## config.mk

```make
export PLATFORM = sky130hd
export DESIGN_NAME = adc_channel_fir_clamp_filter
export DESIGN_NICKNAME = d
export VERILOG_FILES = /design/src/hdl/afcf_pkg.sv /design/src/hdl/adc_channel_fir_clamp_filter.sv
export SDC_FILE = /design/constraint.sdc
export NUM_CORES = 1
export LEC_CHECK = 0
export BUFFER_PORTS_ARGS = -buffer_cell sky130_fd_sc_hd__buf_2
export CORE_MARGIN = 3
export CORE_UTILIZATION = 45
export CTS_BUF_LIST = sky130_fd_sc_hd__clkbuf_2
export DETAILED_ROUTE_END_ITERATION = 10
export PLACE_DENSITY = 0.62
export SLEW_MARGIN = 0
export SYNTH_ARGS = -nofsm -noshare
export SYNTH_HDL_FRONTEND = slang
export SYNTH_SLANG_ARGS = --single-unit
```

## constraint.sdc

```tcl
create_clock -name clk -period 25.8 [get_ports clk]
set_input_delay 2.58 -clock clk [delete_from_list [all_inputs] [get_ports clk]]
set_output_delay 2.58 -clock clk [all_outputs]
set_load 0.01 [all_outputs]
```

## src/hdl/afcf_pkg.sv

```systemverilog
// Shared types, constants and coefficient table of the ADC channel FIR clamp filter.
`timescale 1ns / 1ps

package afcf_pkg;

  // Lane layout of one frame.
  localparam int unsigned Lanes       = 4;
  localparam int unsigned WordWidth   = 16;
  localparam int unsigned MaxChannels = 4;

  // Sample path widths.
  localparam int unsigned CodeWidth   = 14;  // ADC code bits kept from each word
  localparam int unsigned SampleWidth = 15;  // signed sample after offset removal
  localparam int unsigned AccWidth    = 21;  // quarter-unit filter sum
  localparam int unsigned CoefWidth   = 5;   // quarter-unit coefficient
  localparam int unsigned CoefCount   = 9;   // taps with a coefficient slot in the table

  localparam logic [WordWidth-1:0] TopBits = 16'hC000;

  // Configuration register widths and reset values.
  localparam int unsigned CfgIndexWidth = 3;
  localparam int unsigned CfgDataWidth  = 14;
  localparam int unsigned CountWidth    = 3;
  localparam int unsigned LaneSelWidth  = 2;

  localparam logic [CountWidth-1:0] ChannelCountReset = 3'd4;
  localparam logic [CodeWidth-1:0]  CenterReset       = 14'd8191;
  localparam logic [CodeWidth-1:0]  ClampReset        = 14'd8191;

  typedef enum logic [CfgIndexWidth-1:0] {
    REG_CHANNEL_COUNT  = 3'd0,
    REG_FILTER_CHANNEL = 3'd1,
    REG_RESULT_CHANNEL = 3'd2,
    REG_CENTER_OFFSET  = 3'd3,
    REG_CLAMP_LIMIT    = 3'd4
  } cfg_reg_t;

  typedef logic signed [SampleWidth-1:0] sample_t;
  typedef logic signed [AccWidth-1:0]    acc_t;

  // Coefficients held times four; taps past the table contribute nothing.
  function automatic logic signed [CoefWidth-1:0] quarter_coef(input int unsigned k);
    logic signed [CoefWidth-1:0] c;
    case (k)
      0:       c = -5'sd3;
      1:       c = 5'sd5;
      2:       c = 5'sd3;
      3:       c = -5'sd9;
      4:       c = 5'sd0;
      5:       c = 5'sd9;
      6:       c = -5'sd3;
      7:       c = -5'sd5;
      8:       c = 5'sd3;
      default: c = 5'sd0;
    endcase
    return c;
  endfunction

endpackage

```

## src/hdl/adc_channel_fir_clamp_filter.sv

```systemverilog
// Top level of the ADC channel FIR clamp filter: lane select, FIR, clamp and lane replace.
`timescale 1ns / 1ps

// One frame of four 16-bit ADC words enters per transaction on the s_ side and one
// frame leaves per transaction on the m_ side. The block takes a new frame in every
// clock cycle unless the m_ side stalls, and each accepted frame passes through
// the two-stage pipeline (filter sum register, then output register); a stall on
// the m_ side holds both stages and drops s_tready only once both are full. The
// word of lane filter_channel is masked to 14 bits, center_offset is subtracted, and
// the sample runs through a fixed 9-tap FIR with quarter-step coefficients (-0.75,
// 1.25, 0.75, -2.25, 0, 2.25, -0.75, -1.25, 0.75) computed exactly in quarter units.
// The sum is clamped to +/- clamp_limit, center_offset is added back, the value is
// truncated toward zero and 0xC000 is ORed in. That word replaces lane result_channel
// when that lane is below channel_count (capped at four); all other words pass
// unchanged. The delay line advances by one sample on every accepted frame and is
// cleared by reset. Configuration writes take effect at once and should only be made
// while no frame is in flight.
module adc_channel_fir_clamp_filter
  import afcf_pkg::*;
#(
  parameter int unsigned TAPS = 9
) (
  input  logic                     clk,
  input  logic                     rst,
  // Input frames
  input  logic                     s_tvalid,
  output logic                     s_tready,
  input  logic [Lanes*WordWidth-1:0] s_tdata,  // sample_0 [15:0], sample_1 [31:16],
                                               // sample_2 [47:32], sample_3 [63:48]
  // Output frames
  output logic                     m_tvalid,
  input  logic                     m_tready,
  output logic [Lanes*WordWidth-1:0] m_tdata,  // out_0 [15:0], out_1 [31:16],
                                               // out_2 [47:32], out_3 [63:48]
  // Configuration writes
  input  logic                     cfg_wr_en,
  input  logic [CfgIndexWidth-1:0] cfg_index,
  input  logic [CfgDataWidth-1:0]  cfg_wr_data
);

  // Only the first CoefCount taps carry a coefficient, so the delay line stops there.
  localparam int unsigned TapsUsed  = (TAPS < CoefCount) ? TAPS : CoefCount;
  localparam int unsigned HistDepth = TapsUsed - 1;
  localparam int unsigned HistStore = (HistDepth > 0) ? HistDepth : 1;

  // Configuration registers.
  logic [CountWidth-1:0]   channel_count;
  logic [LaneSelWidth-1:0] filter_channel;
  logic [LaneSelWidth-1:0] result_channel;
  logic [CodeWidth-1:0]    center_offset;
  logic [CodeWidth-1:0]    clamp_limit;

  always_ff @(posedge clk) begin
    if (rst) begin
      channel_count  <= ChannelCountReset;
      filter_channel <= '0;
      result_channel <= '0;
      center_offset  <= CenterReset;
      clamp_limit    <= ClampReset;
    end else if (cfg_wr_en) begin
      case (cfg_index)
        REG_CHANNEL_COUNT:  channel_count  <= cfg_wr_data[CountWidth-1:0];
        REG_FILTER_CHANNEL: filter_channel <= cfg_wr_data[LaneSelWidth-1:0];
        REG_RESULT_CHANNEL: result_channel <= cfg_wr_data[LaneSelWidth-1:0];
        REG_CENTER_OFFSET:  center_offset  <= cfg_wr_data[CodeWidth-1:0];
        REG_CLAMP_LIMIT:    clamp_limit    <= cfg_wr_data[CodeWidth-1:0];
        default: ;
      endcase
    end
  end

  // Pipeline flow control: the output register moves when empty or taken, the sum
  // register moves when empty or when it can hand over to the output register.
  logic s1_valid;
  logic out_adv;
  logic s1_adv;
  logic s_accept;

  assign out_adv  = !m_tvalid || m_tready;
  assign s1_adv   = !s1_valid || out_adv;
  assign s_tready = s1_adv;
  assign s_accept = s_tvalid && s_tready;

  // Stage 1: lane select, offset removal and filter sum.
  logic [WordWidth-1:0] sel_word;
  sample_t              x_in;
  acc_t                 acc_next;
  sample_t              hist [HistStore];

  assign sel_word = s_tdata[filter_channel*WordWidth +: WordWidth];
  assign x_in = sample_t'({1'b0, sel_word[CodeWidth-1:0]}) - sample_t'({1'b0, center_offset});

  always_comb begin
    acc_next = acc_t'(x_in) * acc_t'(quarter_coef(0));
    for (int unsigned k = 1; k < TapsUsed; k++) begin
      acc_next = acc_next + acc_t'(hist[k-1]) * acc_t'(quarter_coef(k));
    end
  end

  // Delay line: entry 0 holds the most recent past sample.
  always_ff @(posedge clk) begin
    if (rst) begin
      for (int unsigned k = 0; k < HistStore; k++) begin
        hist[k] <= '0;
      end
    end else if (s_accept && (HistDepth > 0)) begin
      hist[0] <= x_in;
      for (int unsigned k = 1; k < HistStore; k++) begin
        hist[k] <= hist[k-1];
      end
    end
  end

  acc_t                       s1_acc;
  logic [Lanes*WordWidth-1:0] s1_raw;

  always_ff @(posedge clk) begin
    if (rst) begin
      s1_valid <= 1'b0;
    end else if (s1_adv) begin
      s1_valid <= s_tvalid;
    end
    if (s_accept) begin
      s1_acc <= acc_next;
      s1_raw <= s_tdata;
    end
  end

  // Stage 2: clamp, restore offset, truncate toward zero, replace the result lane.
  acc_t                        lim4;
  acc_t                        acc_clamped;
  logic signed [17:0]          v4;
  logic signed [17:0]          v4_biased;
  logic signed [17:0]          quot;
  logic [WordWidth-1:0]        filt_word;
  logic [CountWidth-1:0]       lanes_valid;
  logic [Lanes-1:0]            repl_next;
  logic [Lanes*WordWidth-1:0]  out_next;
  logic [Lanes-1:0]            repl_mask;

  always_comb begin
    lim4 = acc_t'({clamp_limit, 2'b00});
    if (s1_acc > lim4) begin
      acc_clamped = lim4;
    end else if (s1_acc < -lim4) begin
      acc_clamped = -lim4;
    end else begin
      acc_clamped = s1_acc;
    end
    v4 = acc_clamped[17:0] + $signed({2'b00, center_offset, 2'b00});
    // Arithmetic shift floors, so negative values get a bias of three first.
    v4_biased = v4[17] ? (v4 + 18'sd3) : v4;
    quot = v4_biased >>> 2;
    filt_word = quot[WordWidth-1:0] | TopBits;

    lanes_valid = (channel_count > CountWidth'(MaxChannels)) ?
                  CountWidth'(MaxChannels) : channel_count;
    for (int unsigned k = 0; k < Lanes; k++) begin
      repl_next[k] = (CountWidth'(k) < lanes_valid) &&
                     (LaneSelWidth'(k) == result_channel);
      out_next[k*WordWidth +: WordWidth] = repl_next[k] ?
                                           filt_word : s1_raw[k*WordWidth +: WordWidth];
    end
  end

  always_ff @(posedge clk) begin
    if (rst) begin
      m_tvalid <= 1'b0;
    end else if (out_adv) begin
      m_tvalid <= s1_valid;
    end
    if (out_adv && s1_valid) begin
      m_tdata   <= out_next;
      repl_mask <= repl_next;
    end
  end

`ifndef SYNTHESIS
  // Input back-pressure only when both pipeline stages are full and the output stalls.
  assert property (@(posedge clk) disable iff (rst)
    !s_tready |-> (s1_valid && m_tvalid && !m_tready))
    else $error("s_tready low without a full, stalled pipeline");

  // Reset leaves the first and last delay line entries cleared.
  assert property (@(posedge clk)
    rst |=> (hist[0] == '0) && (hist[HistStore-1] == '0))
    else $error("delay line not cleared by reset");

  // Every accepted frame pushes its sample into the head of the delay line.
  assert property (@(posedge clk) disable iff (rst)
    (s_accept && (HistDepth > 0)) |=> (hist[0] == $past(x_in)))
    else $error("delay line did not take the accepted sample");

  // At most one lane is replaced, and a replaced word carries the top marker bits.
  assert property (@(posedge clk) disable iff (rst)
    m_tvalid |-> $onehot0(repl_mask) &&
      (!repl_mask[0] || (m_tdata[15:14] == 2'b11)) &&
      (!repl_mask[1] || (m_tdata[31:30] == 2'b11)) &&
      (!repl_mask[2] || (m_tdata[47:46] == 2'b11)) &&
      (!repl_mask[3] || (m_tdata[63:62] == 2'b11)))
    else $error("replaced lane word malformed");

  // A frame in the sum register reaches the output once the output register is free.
  assert property (@(posedge clk) disable iff (rst)
    (s1_valid && out_adv) |=> m_tvalid)
    else $error("frame lost between pipeline stages");
`endif

endmodule
```

==> flow_summary.ini, run 1 <==
[grt]
grt_overflow_total = 0
grt_pass1_wl_um = 93600
first_global_vias = 17700
grt_usage = 0.202
grt_max_degree = 70
antenna_found_initial = 3

[setup_path]
crit_end = s1_acc[17]
crit_path_frequent_cell = inv_1
reg2reg_to = m_tdata[8]
crit_required_ns = 26.63
setup.worst_path.start = s_tdata[32]
critPathMaxStageDelay_ns = 0.53
arrival_ns = 10.21
cp_max_fo = 5
cpMaxStageDelayCell = fa_1
endpoint_kind = flop
r2r_cells = 28
cp-start-kind = primary input
r2r-start = clamp_limit[0]
reg2reg_slack_ns = 17.00
crit_type = in2reg

[logic_synthesis]
yosysTopAreaCell = edfxtp_1
synth_edf_count = 269
syn_area_per_cell_um2 = 11.0
syn_area_mm2 = 0.0250
synth_top_area_frac = 0.324
syn_nets = 2884
yosysSeqAreaShare = 0.353
synthFlopType = edfxtp_1
ys_warn_count = 0
ys_types = 76
ys_top_cells_by_area = edfxtp_1 32%, fa_1 21%, ha_1 13%, inv_1 7.4%, dfxtp_1 3.0%
yosys.cell_count.top_type = inv_1
ys_top_cells_by_count = 493 x inv_1, 269 x edfxtp_1, 268 x fa_1, 268 x ha_1, 158 x nor2_1
synth_cells = 2262
synth_seq_cells = 306
async_reset_ff_frac = 0

[clocking]
cts_max_level = 3
numCtsBuffers = 86
cts.sinks = 306
cts_tree = yes
cts.path.max_buffers = 3
clock_latency_ns = 1.11
cts_resized = 0
hold_buffers = 0
cts_root_buf = clkbuf_2
path_clk_slew_ns = 0.10
cts_setup_buffers = 0

[sta]
finClkSkew_ns = 0.103
setup_violations = 0
slew_headroom = 0.231
worst_pin_slew_ns = 1.15
hold_viol = 0
timing.fmax_mhz = 107
period_share = 0.364
finalSetupTns_ns = 0
rsz0062_at_grt = false
hold-worst-slack_ns = 0.473
period_needed_ns = 9.38
slew_viol_final = 0

[flow_run]
maxCapViolCount = 0

[floorplanning]
die_w_um = 242
fp.dieH_um = 242
boundaryPins = 152
num_rows = 85
core_mm2 = 0.0543
dieArea_mm2 = 0.0583
start_util = 0.459

[routing]
num_vias = 16500
drc = 0
drtIter0Drc = 860
dr.pass1.iters = 5
routed_via_density = 5.07
wl_per_cell_um = 17.7
ant_nets = 0
drt-total-wl_um = 57700

[hold_path]
holdCritStartpoint = s1_raw[53]
hold_class = reg2reg

[placed_design]
dp.cells = 3104
dp_hpwl_um = 45500
gp_congestion = 0.868
io_buffers = 151

[outcome]
status = completed

[finish]
drive_above_1_share = 0.140
fill_cells = 4911
area_growth_pct = 9.54
final_cells = 3262
fin_nets = 3075
[worst min-delay path by stage]
stage	depth (start not counted)	endpoint	slack [ns]
floorplan	2	center_offset[13]	0.45
global placement	2	filter_channel[1]	0.46
detailed placement	2	filter_channel[1]	0.48
CTS	2	m_tdata[53]	0.48
global route	2	m_tdata[53]	0.51
finish	2	m_tdata[53]	0.47
[cells by family after synthesis]
| family | synth area share |
|---|---|
| AND/OR/NAND/NOR | 0.109 |
| adder cells (fa/ha/maj) | 0.349 |
| buffers and inverters | 0.0841 |
| XOR/XNOR | 0.0270 |
| multiplexers | 0.0181 |
| flip-flops | 0.353 |
| AO/OA/AOI/OAI | 0.0594 |
[critical path, delay by kind of cell]
family                   cells  cell delay, ns
AO/OA/AOI/OAI               10            2.00
AND/OR/NAND/NOR              3            0.45
XOR/XNOR                     1            0.08
adder cells (fa/ha/maj)     10            4.02
multiplexers                 1            0.52
buffers and inverters        8            0.55
[through the flow]
stage,cell area [um2],utilization,setup WS [ns]
finish,27300,0.503,16.42
global route,27300,0.503,15.90
CTS,27300,0.503,16.57
detailed placement,26600,0.489,15.34
global placement,26600,0.489,15.43
floorplan,25000,-,16.13
[layout by cell type, fill, tap and decap left out, types with 6 or more instances in the layout]
master / netlist / layout
nor2b_1: 12 / 11
o211ai_1: 16 / 16
a211oi_1: 7 / 7
xor2_1: 20 / 20
nor2_1: 158 / 156
clkinv_1: 0 / 23
or2_2: 7 / 7
buf_4: 2 / 15
ha_1: 268 / 268
buf_2: 4 / 151
o22a_1: 6 / 6
mux2i_1: 9 / 9
nand2b_1: 14 / 13
and3_1: 8 / 8
or3_1: 12 / 12
o21a_1: 7 / 7
nor3_1: 23 / 22
clkbuf_2: 0 / 122
edfxtp_1: 269 / 269
dfxtp_1: 37 / 37
a21boi_0: 6 / 6
nand4_1: 25 / 25
o21ai_0: 43 / 43
a31oi_1: 33 / 33
fa_1: 268 / 268
and2_1: 49 / 49
mux4_2: 14 / 14
a21o_1: 14 / 14
inv_1: 493 / 492
a21oi_1: 45 / 45
xnor2_1: 55 / 55
a211o_1: 11 / 11
or4_1: 6 / 6
nand2_1: 126 / 126
nand3b_1: 28 / 28
nand3_1: 43 / 43
[area by class of cell]
cell class	count	area, um2	share of cell area
clock buffers	122	611	0.0223
inverters	493	1850	0.0677
clock inverters	32	174	0.00636
flip-flops and latches	306	8820	0.322
well taps	739	925	0.0338
repair buffers	166	868	0.0318
multi-input cells	1400	14100	0.515
diodes	4	10.0	0.000366
[sequential cells by signal, indices dropped and copies added, names as in the netlist]
signal / flops
center_offset: 14
channel_count: 3
clamp_limit: 14
filter_channel: 2
hist: 120
m_tdata: 64
m_tvalid: 1
result_channel: 2
s1_acc: 21
s1_raw: 64
s1_valid: 1
[per-layer routing]
metal | global-route usage | share of wire | vias to the layer above
met4 | 0.0724 | 0.033 | 0
met2 | 0.335 | 0.48 | 458
met3 | 0.0419 | 0.056 | 103
met1 | 0.265 | 0.44 | 8116
met5 | 0 | 0 | -
li1 | - | - | 7864
Power of run 1 is not shown: default switching activity piles up to over one toggle a cycle in this logic, so the estimate is an artifact.
==> run 2, diff against run 1 <==
--- a/config.mk
+++ b/config.mk
@@ -10,7 +10,7 @@
 export CORE_UTILIZATION = 45
 export CTS_BUF_LIST = sky130_fd_sc_hd__clkbuf_2
 export DETAILED_ROUTE_END_ITERATION = 10
-export PLACE_DENSITY = 0.62
+export PLACE_DENSITY = 0.64
 export SLEW_MARGIN = 0
 export SYNTH_ARGS = -nofsm -noshare
 export SYNTH_HDL_FRONTEND = slang
==> constraint.sdc (replaced) <==
create_clock -name clk -period 8 [get_ports clk]
set_input_delay 0.8 -clock clk [delete_from_list [all_inputs] [get_ports clk]]
set_output_delay 0.8 -clock clk [all_outputs]
set_load 0.01 [all_outputs]
==> run 2 against run 1 <==
Compared with the run above: sequential cell count did not move; first-iteration DRC count rose by 9.3%; clock skew fell by 0.019 ns; die area did not move; via count rose by 4.6%; critical path depth fell by 4; wire length rose by 5.5%; worst setup slack got worse by 16 ns; count of clock-buffer cells in the layout fell by 2.
==> flow_summary.ini, run 2 (synthesis results as in run 1) <==
[placed_design]
dp_slack_ns = -0.561
gp_congestion = 0.918
io_buffers = 151
dp_hpwl_um = 47100

[setup_path]
crit_required_ns = 8.86
r2r-start = filter_channel[0]
r2r_cells = 29
crit_type = reg2reg
critPathMaxStageDelay_ns = 0.59
cp_num_buf_inv = 5
crit_family = adder cells
reg2reg_to = s1_acc[17]
crit_path_frequent_cell = fa_1
reg2reg_slack_ns = 0.30
cpMaxStageDelayCell = mux4_2
endpoint_kind = flop
cp_max_fo = 6
cp-start-kind = flop
arrival_ns = 8.56

[routing]
num_vias = 17300
drt-total-wl_um = 60900
drtIter0Drc = 940
routed_via_density = 5.04
wl_per_cell_um = 17.7
drc = 0
dr.pass1.iters = 5
ant_nets = 0

[sta]
slew_headroom = 0.315
finClkSkew_ns = 0.0839
setup_violations = 0
period_share = 0.962
hold-worst-slack_ns = 0.207
finalSetupTns_ns = 0
layout_setup_ws_ns = 0.300
worst_pin_slew_ns = 1.03
timing.fmax_mhz = 130
slew_viol_final = 0
period_needed_ns = 7.70
hold_viol = 0

[floorplanning]
die_w_um = 242
num_rows = 85
fp.dieH_um = 242
start_util = 0.459
boundaryPins = 152
dieArea_mm2 = 0.0583
core_mm2 = 0.0543

[grt]
first_global_vias = 18800
grt_pass1_wl_um = 99100
grt_usage = 0.213
grt_max_degree = 77
grt_overflow_total = 0
antenna_found_initial = 3

[clocking]
cts_tree = yes
numCtsBuffers = 84
cts_root_buf = clkbuf_2
path_clk_slew_ns = 0.09
cts.path.max_buffers = 3
cts.sinks = 306
clock_latency_ns = 1.12
cts_max_level = 3

[finish]
top_register = hist
drive_above_1_share = 0.180
area_growth_pct = 16.9
fin_nets = 3239
postLayoutCoreUtil = 0.537
fill_cells = 4706
multi_input_area_mm2 = 0.0144
largest_register_ffs = 120
regArea_mm2 = 0.00882
final_cell_mix = 491 x inv_1, 269 x edfxtp_1, 266 x fa_1
layout_commonest_cell = inv_1
largestRegisters = hist (120), m_tdata (64), s1_raw (64)

[hold_path]
hold_path_end = filter_channel[0]
holdCritStartpoint = cfg_index[2]
hold_depth = 6
hold_class = in2reg

[outcome]
status = completed

[flow_run]
maxCapViolCount = 0
## run 2: metal layers
metal,GRT usage,vias up,routed length [um]
met2,0.370,427,30400
li1,-,8197,-
met5,0,-,0
met4,0.0660,0,1730
met3,0.0402,107,2910
met1,0.269,8564,25900
## run 2: tightest hold or removal path, cell delays in order
cell and delay (ns):
buf_2 0.10, nor2b_1 0.07, nand2_1 0.10, nor2_1 0.06, nand2_1 0.06, a21oi_1 0.06
## run 2: metrics by stage
step | std cells | cell area, um2
final | 3431 | 29200
after global routing | 3431 | 29200
after detailed placement | 3178 | 27100
after CTS | 3415 | 28800
after global placement | 3178 | 27100
after floorplan | 2262 | 25000
## run 2: how the worst max path moves through the flow
stage | from | end | slack [ns] | cells past startpoint
finish | filter_channel[0] | s1_acc[17] | 0.30 | 29
floorplan | filter_channel[0] | s1_acc[17] | 0.03 | 31
global route | filter_channel[0] | s1_acc[17] | -0.03 | 31
CTS | filter_channel[0] | s1_acc[16] | 0.02 | 30
global placement | s_tdata[48] | s1_acc[17] | -0.48 | 34
detailed placement | s_tdata[48] | s1_acc[17] | -0.56 | 34
## run 2: layout make-up
cell class	instances	area share
multi-input cells	1400	0.493
clock buffers	120	0.0206
repair buffers	332	0.0801
diodes	6	0.000515
inverters	493	0.0635
clock inverters	35	0.00806
well taps	739	0.0317
flip-flops and latches	306	0.302
## run 2: timing repair
action,4_1_cts,5_1_grt
endpoints found under the setup margin,7,56
endpoints found under the hold margin,101,0
hold buffers,82,0
setup buffers,0,10
gates cloned,0,0
pin swaps,0,40
resized for setup,9,60
Power of run 2 is left out for the same reason.
